`src/rtl/tks_pkg.sv`:
```
// Shared types and constants for the top-k score selector.
// No dependencies; imported by tks_cell and top_k_score_selector_top.
package tks_pkg;

  // Default depth of the kept-row chain
  localparam int K_MAX_DEF = 16;
  // Most results emitted per data set (rank is 4 bits)
  localparam int MAX_OUT = 16;

  localparam int SCORE_W = 32;
  localparam int ID_W = 20;
  localparam int RANK_W = 4;
  localparam int RC_W = 5;

  // Register map
  localparam logic REG_RESULT_COUNT = 1'b0;
  localparam logic [RC_W-1:0] RESULT_COUNT_RST = 5'd10;

  typedef struct packed {
    logic signed [SCORE_W-1:0] score;
    logic [ID_W-1:0] row_id;
    logic last_row;
  } tks_in_t;

  typedef struct packed {
    logic signed [SCORE_W-1:0] best_score;
    logic [ID_W-1:0] best_id;
    logic [RANK_W-1:0] rank;
    logic last_result;
  } tks_out_t;

  // One kept entry of the chain
  typedef struct packed {
    logic signed [SCORE_W-1:0] score;
    logic [ID_W-1:0] row_id;
  } kept_row_t;

  // Chain control, broadcast to every cell
  typedef struct packed {
    logic insert;
    logic drain;
  } cell_ctrl_t;

endpackage

```
`src/rtl/top_k_score_selector_top.sv`:
```
// Top level of the top-k score selector: APB register, chain of tks_cell
// and the drain sequencer. Depends on tks_pkg and tks_cell.
//
// Usage:
//   Rows enter on item with start; a row is taken when start is high and
//   busy is low. Each row is placed into a sorted chain of K_MAX cells in
//   the cycle it is taken, so rows not marked last go in one per cycle.
//   On a row marked last_row the row is inserted, busy rises, and the best
//   min(result_count, rows kept, 16) rows come out on result, best first,
//   one per cycle starting the cycle after the transfer, each marked by
//   result_strobe; the final one carries last_result. The chain drains
//   toward cell 0 one step per cycle, so after a last row busy stays high
//   while the results come out, and the next row can follow right after the
//   final result (with no gap at all when nothing is emitted).
//   The receiver cannot stall: each result is valid for exactly one cycle.
//   result_count is written over APB at address 0; the user must do this
//   only while idle, unchecked by the block. Reset (rst, synchronous)
//   empties the chain, sets result_count to 10; no clearing pass is needed.
module top_k_score_selector_top import tks_pkg::*; #(
  parameter int K_MAX = K_MAX_DEF
) (
  input  logic        clk,
  input  logic        rst,
  // row channel
  input  logic        start,
  output logic        busy,
  input  tks_in_t     item,
  // result channel
  output logic        result_strobe,
  output tks_out_t    result,
  // configuration
  input  logic        psel,
  input  logic        penable,
  input  logic        pwrite,
  input  logic [2:0]  paddr,
  input  logic [31:0] pwdata,
  output logic [31:0] prdata,
  output logic        pready
);

  localparam int CW = $clog2(K_MAX + 1);
  localparam int NW = (CW > RC_W) ? CW : RC_W;

  typedef enum logic [1:0] {
    ST_IDLE  = 2'b01,
    ST_DRAIN = 2'b10
  } state_t;

  state_t state;
  logic [CW-1:0] count;
  logic [RC_W-1:0] result_count;
  logic [RC_W-1:0] total;
  logic [RANK_W-1:0] rank;

  logic accept;
  logic is_last;
  logic [CW-1:0] count_after;
  logic [NW-1:0] n_min;
  cell_ctrl_t ctrl;
  kept_row_t new_row;
  kept_row_t rows [K_MAX];
  logic keeps [K_MAX];

  // Configuration port
  assign pready = 1'b1;
  assign prdata = (paddr[2] == REG_RESULT_COUNT) ? 32'(result_count) : 32'd0;

  always_ff @(posedge clk) begin
    if (rst) begin
      result_count <= RESULT_COUNT_RST;
    end else if (psel && penable && pwrite && pready && paddr[2] == REG_RESULT_COUNT) begin
      result_count <= pwdata[RC_W-1:0];
    end
  end

  // Row transfer and chain control
  assign busy = (state == ST_DRAIN);
  assign accept = start && !busy;
  assign ctrl.insert = accept;
  assign ctrl.drain = busy;
  assign new_row.score = item.score;
  assign new_row.row_id = item.row_id;

  // Number of rows to emit once the last row is in
  assign count_after = (count < CW'(K_MAX)) ? count + CW'(1) : count;
  always_comb begin
    n_min = NW'(result_count);
    if (NW'(count_after) < n_min) begin
      n_min = NW'(count_after);
    end
    if (NW'(MAX_OUT) < n_min) begin
      n_min = NW'(MAX_OUT);
    end
  end

  // Cell chain
  for (genvar i = 0; i < K_MAX; i++) begin : g_cell
    kept_row_t prev_row;
    kept_row_t next_row;
    logic prev_keep;
    if (i == 0) begin : g_head
      assign prev_row = new_row;
      assign prev_keep = 1'b1;
    end else begin : g_body
      assign prev_row = rows[i-1];
      assign prev_keep = keeps[i-1];
    end
    if (i == K_MAX - 1) begin : g_tail
      assign next_row = rows[i];
    end else begin : g_inner
      assign next_row = rows[i+1];
    end
    tks_cell #(.K_MAX(K_MAX), .IDX(i)) u_cell (
      .clk      (clk),
      .ctrl     (ctrl),
      .count    (count),
      .new_row  (new_row),
      .prev_row (prev_row),
      .prev_keep(prev_keep),
      .next_row (next_row),
      .row      (rows[i]),
      .keep     (keeps[i])
    );
  end

  // Drain sequencer
  assign is_last = ({1'b0, rank} + 5'd1) == total;

  always_ff @(posedge clk) begin
    if (rst) begin
      state <= ST_IDLE;
      count <= '0;
      total <= '0;
      rank <= '0;
    end else begin
      case (state)
        ST_IDLE: begin
          if (accept) begin
            rank <= '0;
            total <= RC_W'(n_min);
            if (!item.last_row) begin
              count <= count_after;
            end else if (n_min == '0) begin
              count <= '0;
            end else begin
              count <= count_after;
              state <= ST_DRAIN;
            end
          end
        end
        ST_DRAIN: begin
          rank <= rank + RANK_W'(1);
          if (is_last) begin
            count <= '0;
            state <= ST_IDLE;
          end
        end
        default: begin
          state <= ST_IDLE;
        end
      endcase
    end
  end

  // Result port, straight from cell 0
  assign result_strobe = busy;
  assign result.best_score = rows[0].score;
  assign result.best_id = rows[0].row_id;
  assign result.rank = rank;
  assign result.last_result = busy && is_last;

  // Checks
  a_count_bound: assert property (@(posedge clk) disable iff (rst)
    count <= CW'(K_MAX))
    else $error("kept count above chain depth");

  a_drain_ends: assert property (@(posedge clk) disable iff (rst)
    result_strobe && result.last_result |=> !busy)
    else $error("drain continued after last result");

  a_drain_nonempty: assert property (@(posedge clk) disable iff (rst)
    $rose(busy) |-> (total != '0) && (rank == '0))
    else $error("drain started with nothing to emit");

  a_rank_bound: assert property (@(posedge clk) disable iff (rst)
    result_strobe |-> ({1'b0, rank} < total))
    else $error("rank beyond result total");

endmodule

```
`src/rtl/tks_cell.sv`:
```
// One cell of the sorted kept-row chain: holds a row, compares it with the
// incoming row and takes data from its neighbors. Depends on tks_pkg.
module tks_cell import tks_pkg::*; #(
  parameter int K_MAX = K_MAX_DEF,
  parameter int IDX = 0,
  localparam int CW = $clog2(K_MAX + 1)
) (
  input  logic       clk,
  input  cell_ctrl_t ctrl,
  input  logic [CW-1:0] count,
  input  kept_row_t  new_row,
  input  kept_row_t  prev_row,
  input  logic       prev_keep,
  input  kept_row_t  next_row,
  output kept_row_t  row,
  output logic       keep
);

  logic occupied;

  // An occupied cell keeps its place when its score is not below the new one
  assign occupied = CW'(IDX) < count;
  assign keep = occupied && (row.score >= new_row.score);

  // Insert: hold, take the new row, or shift down from the previous cell.
  // Drain: shift up toward cell 0.
  always_ff @(posedge clk) begin
    if (ctrl.drain) begin
      row <= next_row;
    end else if (ctrl.insert && !keep) begin
      if (prev_keep) begin
        row <= new_row;
      end else begin
        row <= prev_row;
      end
    end
  end

endmodule
```
`config.mk`:
```
export PLATFORM = sky130hd
export DESIGN_NAME = top_k_score_selector_top
export DESIGN_NICKNAME = d
export VERILOG_FILES = /design/src/rtl/tks_pkg.sv /design/src/rtl/top_k_score_selector_top.sv /design/src/rtl/tks_cell.sv
export SDC_FILE = /design/constraint.sdc
export NUM_CORES = 2
export LEC_CHECK = 0
export BUFFER_PORTS_ARGS = -buffer_cell sky130_fd_sc_hd__buf_4
export CORE_ASPECT_RATIO = 0.7
export CORE_MARGIN = 1.5
export CORE_UTILIZATION = 35
export DETAILED_ROUTE_END_ITERATION = 7
export PLACE_DENSITY = 0.53
export SETUP_SLACK_MARGIN = 0.3
export SLEW_MARGIN = 20
export SYNTH_ARGS = -nofsm -noshare
export SYNTH_HDL_FRONTEND = slang
export SYNTH_SLANG_ARGS = --single-unit
```
`constraint.sdc`:
```
create_clock -name clk -period 6.9 [get_ports clk]
set_input_delay 0.69 -clock clk [delete_from_list [all_inputs] [get_ports clk]]
set_output_delay 0.69 -clock clk [all_outputs]
set_load 0.1 [all_outputs]
```
==> results.md <==
Final layout:
- The most common library cell in the layout ignoring fill and taps is sky130_fd_sc_hd__nand2_1.
- Relative to the synthesized area, the layout overhead comes to 10.7%.
- The final-stage net count is 5780.
- The top cell types in the final layout, fill and taps aside, are sky130_fd_sc_hd__nand2_1, sky130_fd_sc_hd__edfxtp_1, sky130_fd_sc_hd__ha_1, sky130_fd_sc_hd__nor2_1, sky130_fd_sc_hd__a221o_1.
- The share of cells above drive strength 1 is 0.0918.
- The filler cell count is between 15000 and 20000.

STA:
- Of the available clock period, the critical path in the final layout requires 0.712.
- The number of max-slew violations in the final report is 0.
- The total count of hold-check failures in the final report came to 0.
- The final clock skew is 50.9 ps.
- The highest achievable clock rate is between 0.2 and 0.25 GHz.
- Setup repair after global routing left no endpoint under its margin.
- The setup-violating endpoint count in the final report is 0.
- For the pin with the worst max-slew slack, the measured transition is 1270 ps.
- Measured against its own limit, the worst slew margin works out to 0.144.
- Setup total negative slack on the finished layout was measured at 0 ps.
- The time the final worst path needs with I/O delays and setup is between 4000 and 5000 ps.
- Across all hold checks on the routed design, the worst slack comes to 223 ps.

Run status:
- The run finished with clean final reports.

Clock tree:
- The clock latency reported for the late side of the worst-skew pair is ~730 ps.
- After clock tree synthesis, the flow added hold-fix buffers numbering 0.
- In this run, post-CTS repair resized a total of 0 instances.
- The clock tree from TritonCTS is built.
- The maximum number of buffers from clock root to sink is 3.
- TritonCTS created 92 clock buffers.
- The clock tree root driver cell is sky130_fd_sc_hd__clkbuf_16.
- The number of setup buffers added after CTS is 0.
- The post-CTS clock slew at the launch and capture registers of the worst setup and hold paths is 60 ps.
- The number of levels the H-tree was split into is 3.
- The count of clock tree sinks is 853.

Power and ir drop:
- The peak supply drop is 0.171 mV.
- Total power for the finished layout comes to roughly 0.014 W.
- The power density over the cells is 235 nW/um^2.
- The reported leakage power is about 24 nW.

Logic synthesis:
- The synthesized design contains 832 enable-type register cells.
- The async set-reset flop share out of synthesis is 0.
- Synthesis inferred 853 register bits.
- The share of the Yosys chip area taken by registers is 0.468.
- After technology mapping, the gate count stands at 5240.
- A synthesized cell averages roughly 10 um^2.
- For this run, the number of Yosys warnings is 0.
- The cell area that synthesis handed to floorplanning was 54300 um^2.
- The number of distinct library cells after synthesis is 69.
- For this run, the leading register cell type out of synthesis is sky130_fd_sc_hd__edfxtp_1.

Critical path:
- In this run the worst path has a maximum fanout of 40.
- The largest stage delay on the critical path is 710 ps.
- The buffer and inverter count on the worst path is 3.
- Data arrives at the worst endpoint at 5270 ps.
- The dominant delay contributor by cell family on the critical path is compound AO/OA/AOI/OAI gates.
- The master of the slowest instance on the critical path is sky130_fd_sc_hd__a21oi_1.
- The type of element capturing the critical path is a flip-flop.
- The required time reported for the critical path endpoint is 7260 ps.
- By startpoint and endpoint, the worst setup path is classified as in -> reg.
- Traced cell by cell, the critical path runs through buf_4 -> inv_1 -> ha_1 -> a21o_1 -> a21o_1 -> a21oi_1 -> o211ai_1 -> a21oi_1 -> o211ai_4 -> o21ai_4 -> buf_12.
- The worst setup path is launched from an input port.

Drt:
- The overall via count from detail_route is between 40000 and 50000.
- The count of nets left with antenna violations once routing finished came out at 0.
- The average vias per placed instance is 5.86.
- In the routed design, unresolved DRC markers number 0.
- The wire length reported by the detailed router is 179000 um.
- In this run, the number of DRC markers left after iteration 0 of detailed routing was 4341.
- The wire length per cell is 24.5 um.
- The number of iterations in the first detailed-routing pass is 6.

Floorplan:
- The core region is 153000 um^2.
- approximately 190 I/O pins were placed.
- The die is between 400 and 500 um wide.
- In this run the vertical extent of the chip is 332 um.
- In this run the core area contains 120 standard-cell rows.
- The die covers 158000 um^2.
- The effective utilization at floorplan is 0.354.

Placement:
- At the end of routability-driven placement, the weighted congestion stood at 0.859.
- Detailed placement finished with a half-perimeter wire length of 122000 um.
- The count of buffers from port buffering is 128.

Global routing:
- The initial antenna violation count is 8.
- The first-pass GRT wire length is 265000 um.
- For this run, the total global-route usage over all layers was measured as 0.221.
- Entering global routing, the biggest net connects 270 pins.
- The overall overflow remaining after global route is 0.
- The number of global-route vias before repair is 40900.

Flow run:
- The total of max-cap violations is 0.

Min path:
- The tightest min-delay check is of the in -> reg type.
==> worst register-to-register path, delay by kind of cell, from the launching register on <==
kind            cells  cell delay [ps]
mux                 1              260
fa+ha+maj           1              370
compound gates      3             1030
buf+inv             1              590
simple gates        4             1750
flops               1              470
==> power by group <==
part | switching (W) | internal (W)
clock | 0.00233 | 0.00271
sequential | 0.000347 | 0.00626
combinational | 0.00158 | 0.000872
total | 0.00426 | 0.00984
==> through the flow <==
step	utilization	setup slack, ps	instances	area, um^2
6_report	0.392	1990	7314	60100
3_5_place_dp	0.373	1500	7148	57200
3_3_place_gp	0.373	1540	7148	57200
4_1_cts	0.391	2240	7313	60100
2_1_floorplan	-	319	5266	54400
5_1_grt	0.392	1830	7314	60100
==> routing by layer <==
| layer | track usage | wire, um | vias up |
|---|---|---|---|
| met5 | 0 | 57 | - |
| met4 | 0.0582 | 4440 | 8 |
| met3 | 0.0424 | 13400 | 222 |
| met2 | 0.305 | 72500 | 1417 |
| met1 | 0.346 | 88900 | 21500 |
| li1 | - | - | 19800 |
==> final timing paths <==
kind                             from  cells past startpoint  slack (ps)                        end
min                         pwdata[2]                      3         220            result_count[2]
max                          item[34]                     11        1990  g_cell[12].u_cell.row[28]
min reg2reg                  total[4]                      2         470                   total[4]
max reg2reg  g_cell[9].u_cell.row[51]                     10        2100  g_cell[10].u_cell.row[19]
==> registers in the layout, summed over array words and instances, names as in the netlist <==
signal,cells
total,5
g_cell.u_cell.row,832
result_count,5
rank,4
state,2
count,5
==> logic make-up (layout without fill, tap and decap cells) <==
kind of cell / Yosys count / in the layout / synth area share
other cells: 2 / 29 / 0.000138
flops: 853 / 853 / 0.468
fa+ha+maj: 518 / 518 / 0.119
buf+inv: 501 / 474 / 0.0416
mux: 311 / 311 / 0.0625
compound gates: 1229 / 1229 / 0.166
xor+xnor: 8 / 8 / 0.00129
simple gates: 1818 / 1818 / 0.142
==> synthesized netlist by cell type (3+ instances only) <==
| master | instances | area (um^2) |
|---|---|---|
| sky130_fd_sc_hd__nand2_1 | 929 | 3490 |
| sky130_fd_sc_hd__edfxtp_1 | 832 | 25000 |
| sky130_fd_sc_hd__ha_1 | 518 | 6480 |
| sky130_fd_sc_hd__nor2_1 | 426 | 1600 |
| sky130_fd_sc_hd__a221o_1 | 353 | 3530 |
| sky130_fd_sc_hd__clkbuf_1 | 280 | 1050 |
| sky130_fd_sc_hd__o21ai_0 | 256 | 1280 |
| sky130_fd_sc_hd__nand3_1 | 245 | 1230 |
| sky130_fd_sc_hd__mux2i_1 | 236 | 2360 |
| sky130_fd_sc_hd__a21oi_1 | 207 | 1040 |
| sky130_fd_sc_hd__o211ai_1 | 188 | 1410 |
| sky130_fd_sc_hd__a21o_1 | 107 | 803 |
| sky130_fd_sc_hd__nand4_1 | 96 | 601 |
| sky130_fd_sc_hd__inv_1 | 81 | 304 |
| sky130_fd_sc_hd__buf_2 | 57 | 285 |
| sky130_fd_sc_hd__buf_4 | 53 | 398 |
| sky130_fd_sc_hd__mux2_4 | 49 | 736 |
| sky130_fd_sc_hd__nor3_1 | 33 | 165 |
| sky130_fd_sc_hd__nand2b_1 | 27 | 169 |
| sky130_fd_sc_hd__mux2_2 | 26 | 293 |
| sky130_fd_sc_hd__dfxtp_1 | 21 | 420 |
| sky130_fd_sc_hd__a31oi_1 | 18 | 113 |
| sky130_fd_sc_hd__nor4_1 | 18 | 113 |
| sky130_fd_sc_hd__a211o_1 | 16 | 140 |
| sky130_fd_sc_hd__buf_1 | 16 | 60.1 |
| sky130_fd_sc_hd__buf_6 | 14 | 158 |
| sky130_fd_sc_hd__nor2b_1 | 14 | 87.6 |
| sky130_fd_sc_hd__o21ai_1 | 12 | 60.1 |
| sky130_fd_sc_hd__a2111oi_0 | 10 | 87.6 |
| sky130_fd_sc_hd__a211oi_1 | 10 | 75.1 |
| sky130_fd_sc_hd__o2111ai_1 | 8 | 70.1 |
| sky130_fd_sc_hd__o21a_1 | 7 | 52.6 |
| sky130_fd_sc_hd__a221oi_1 | 5 | 43.8 |
| sky130_fd_sc_hd__and4b_1 | 5 | 50.1 |
| sky130_fd_sc_hd__xnor2_1 | 5 | 43.8 |
| sky130_fd_sc_hd__o221ai_1 | 4 | 35.0 |
| sky130_fd_sc_hd__or2_2 | 4 | 25.0 |
| sky130_fd_sc_hd__or3_1 | 4 | 25.0 |
| sky130_fd_sc_hd__and2_1 | 3 | 18.8 |
| sky130_fd_sc_hd__nor4b_1 | 3 | 26.3 |
| sky130_fd_sc_hd__o31ai_1 | 3 | 22.5 |
| sky130_fd_sc_hd__xor2_1 | 3 | 26.3 |
==> cell type report <==
cell class                      instances  area [um^2]  share of cell area
Multi-Input combinational cell       3912        27100               0.451
Sequential cell                       853        25400               0.423
Tap cell                             2074         2590              0.0432
Clock buffer                          112         2400              0.0399
Timing Repair Buffer                  228         1820              0.0304
Clock inverter                         53          482             0.00802
Inverter                               81          312             0.00518
Antenna cell                            1         2.50           0.0000416
No activity file was read; power rests on OpenSTA's default activity.
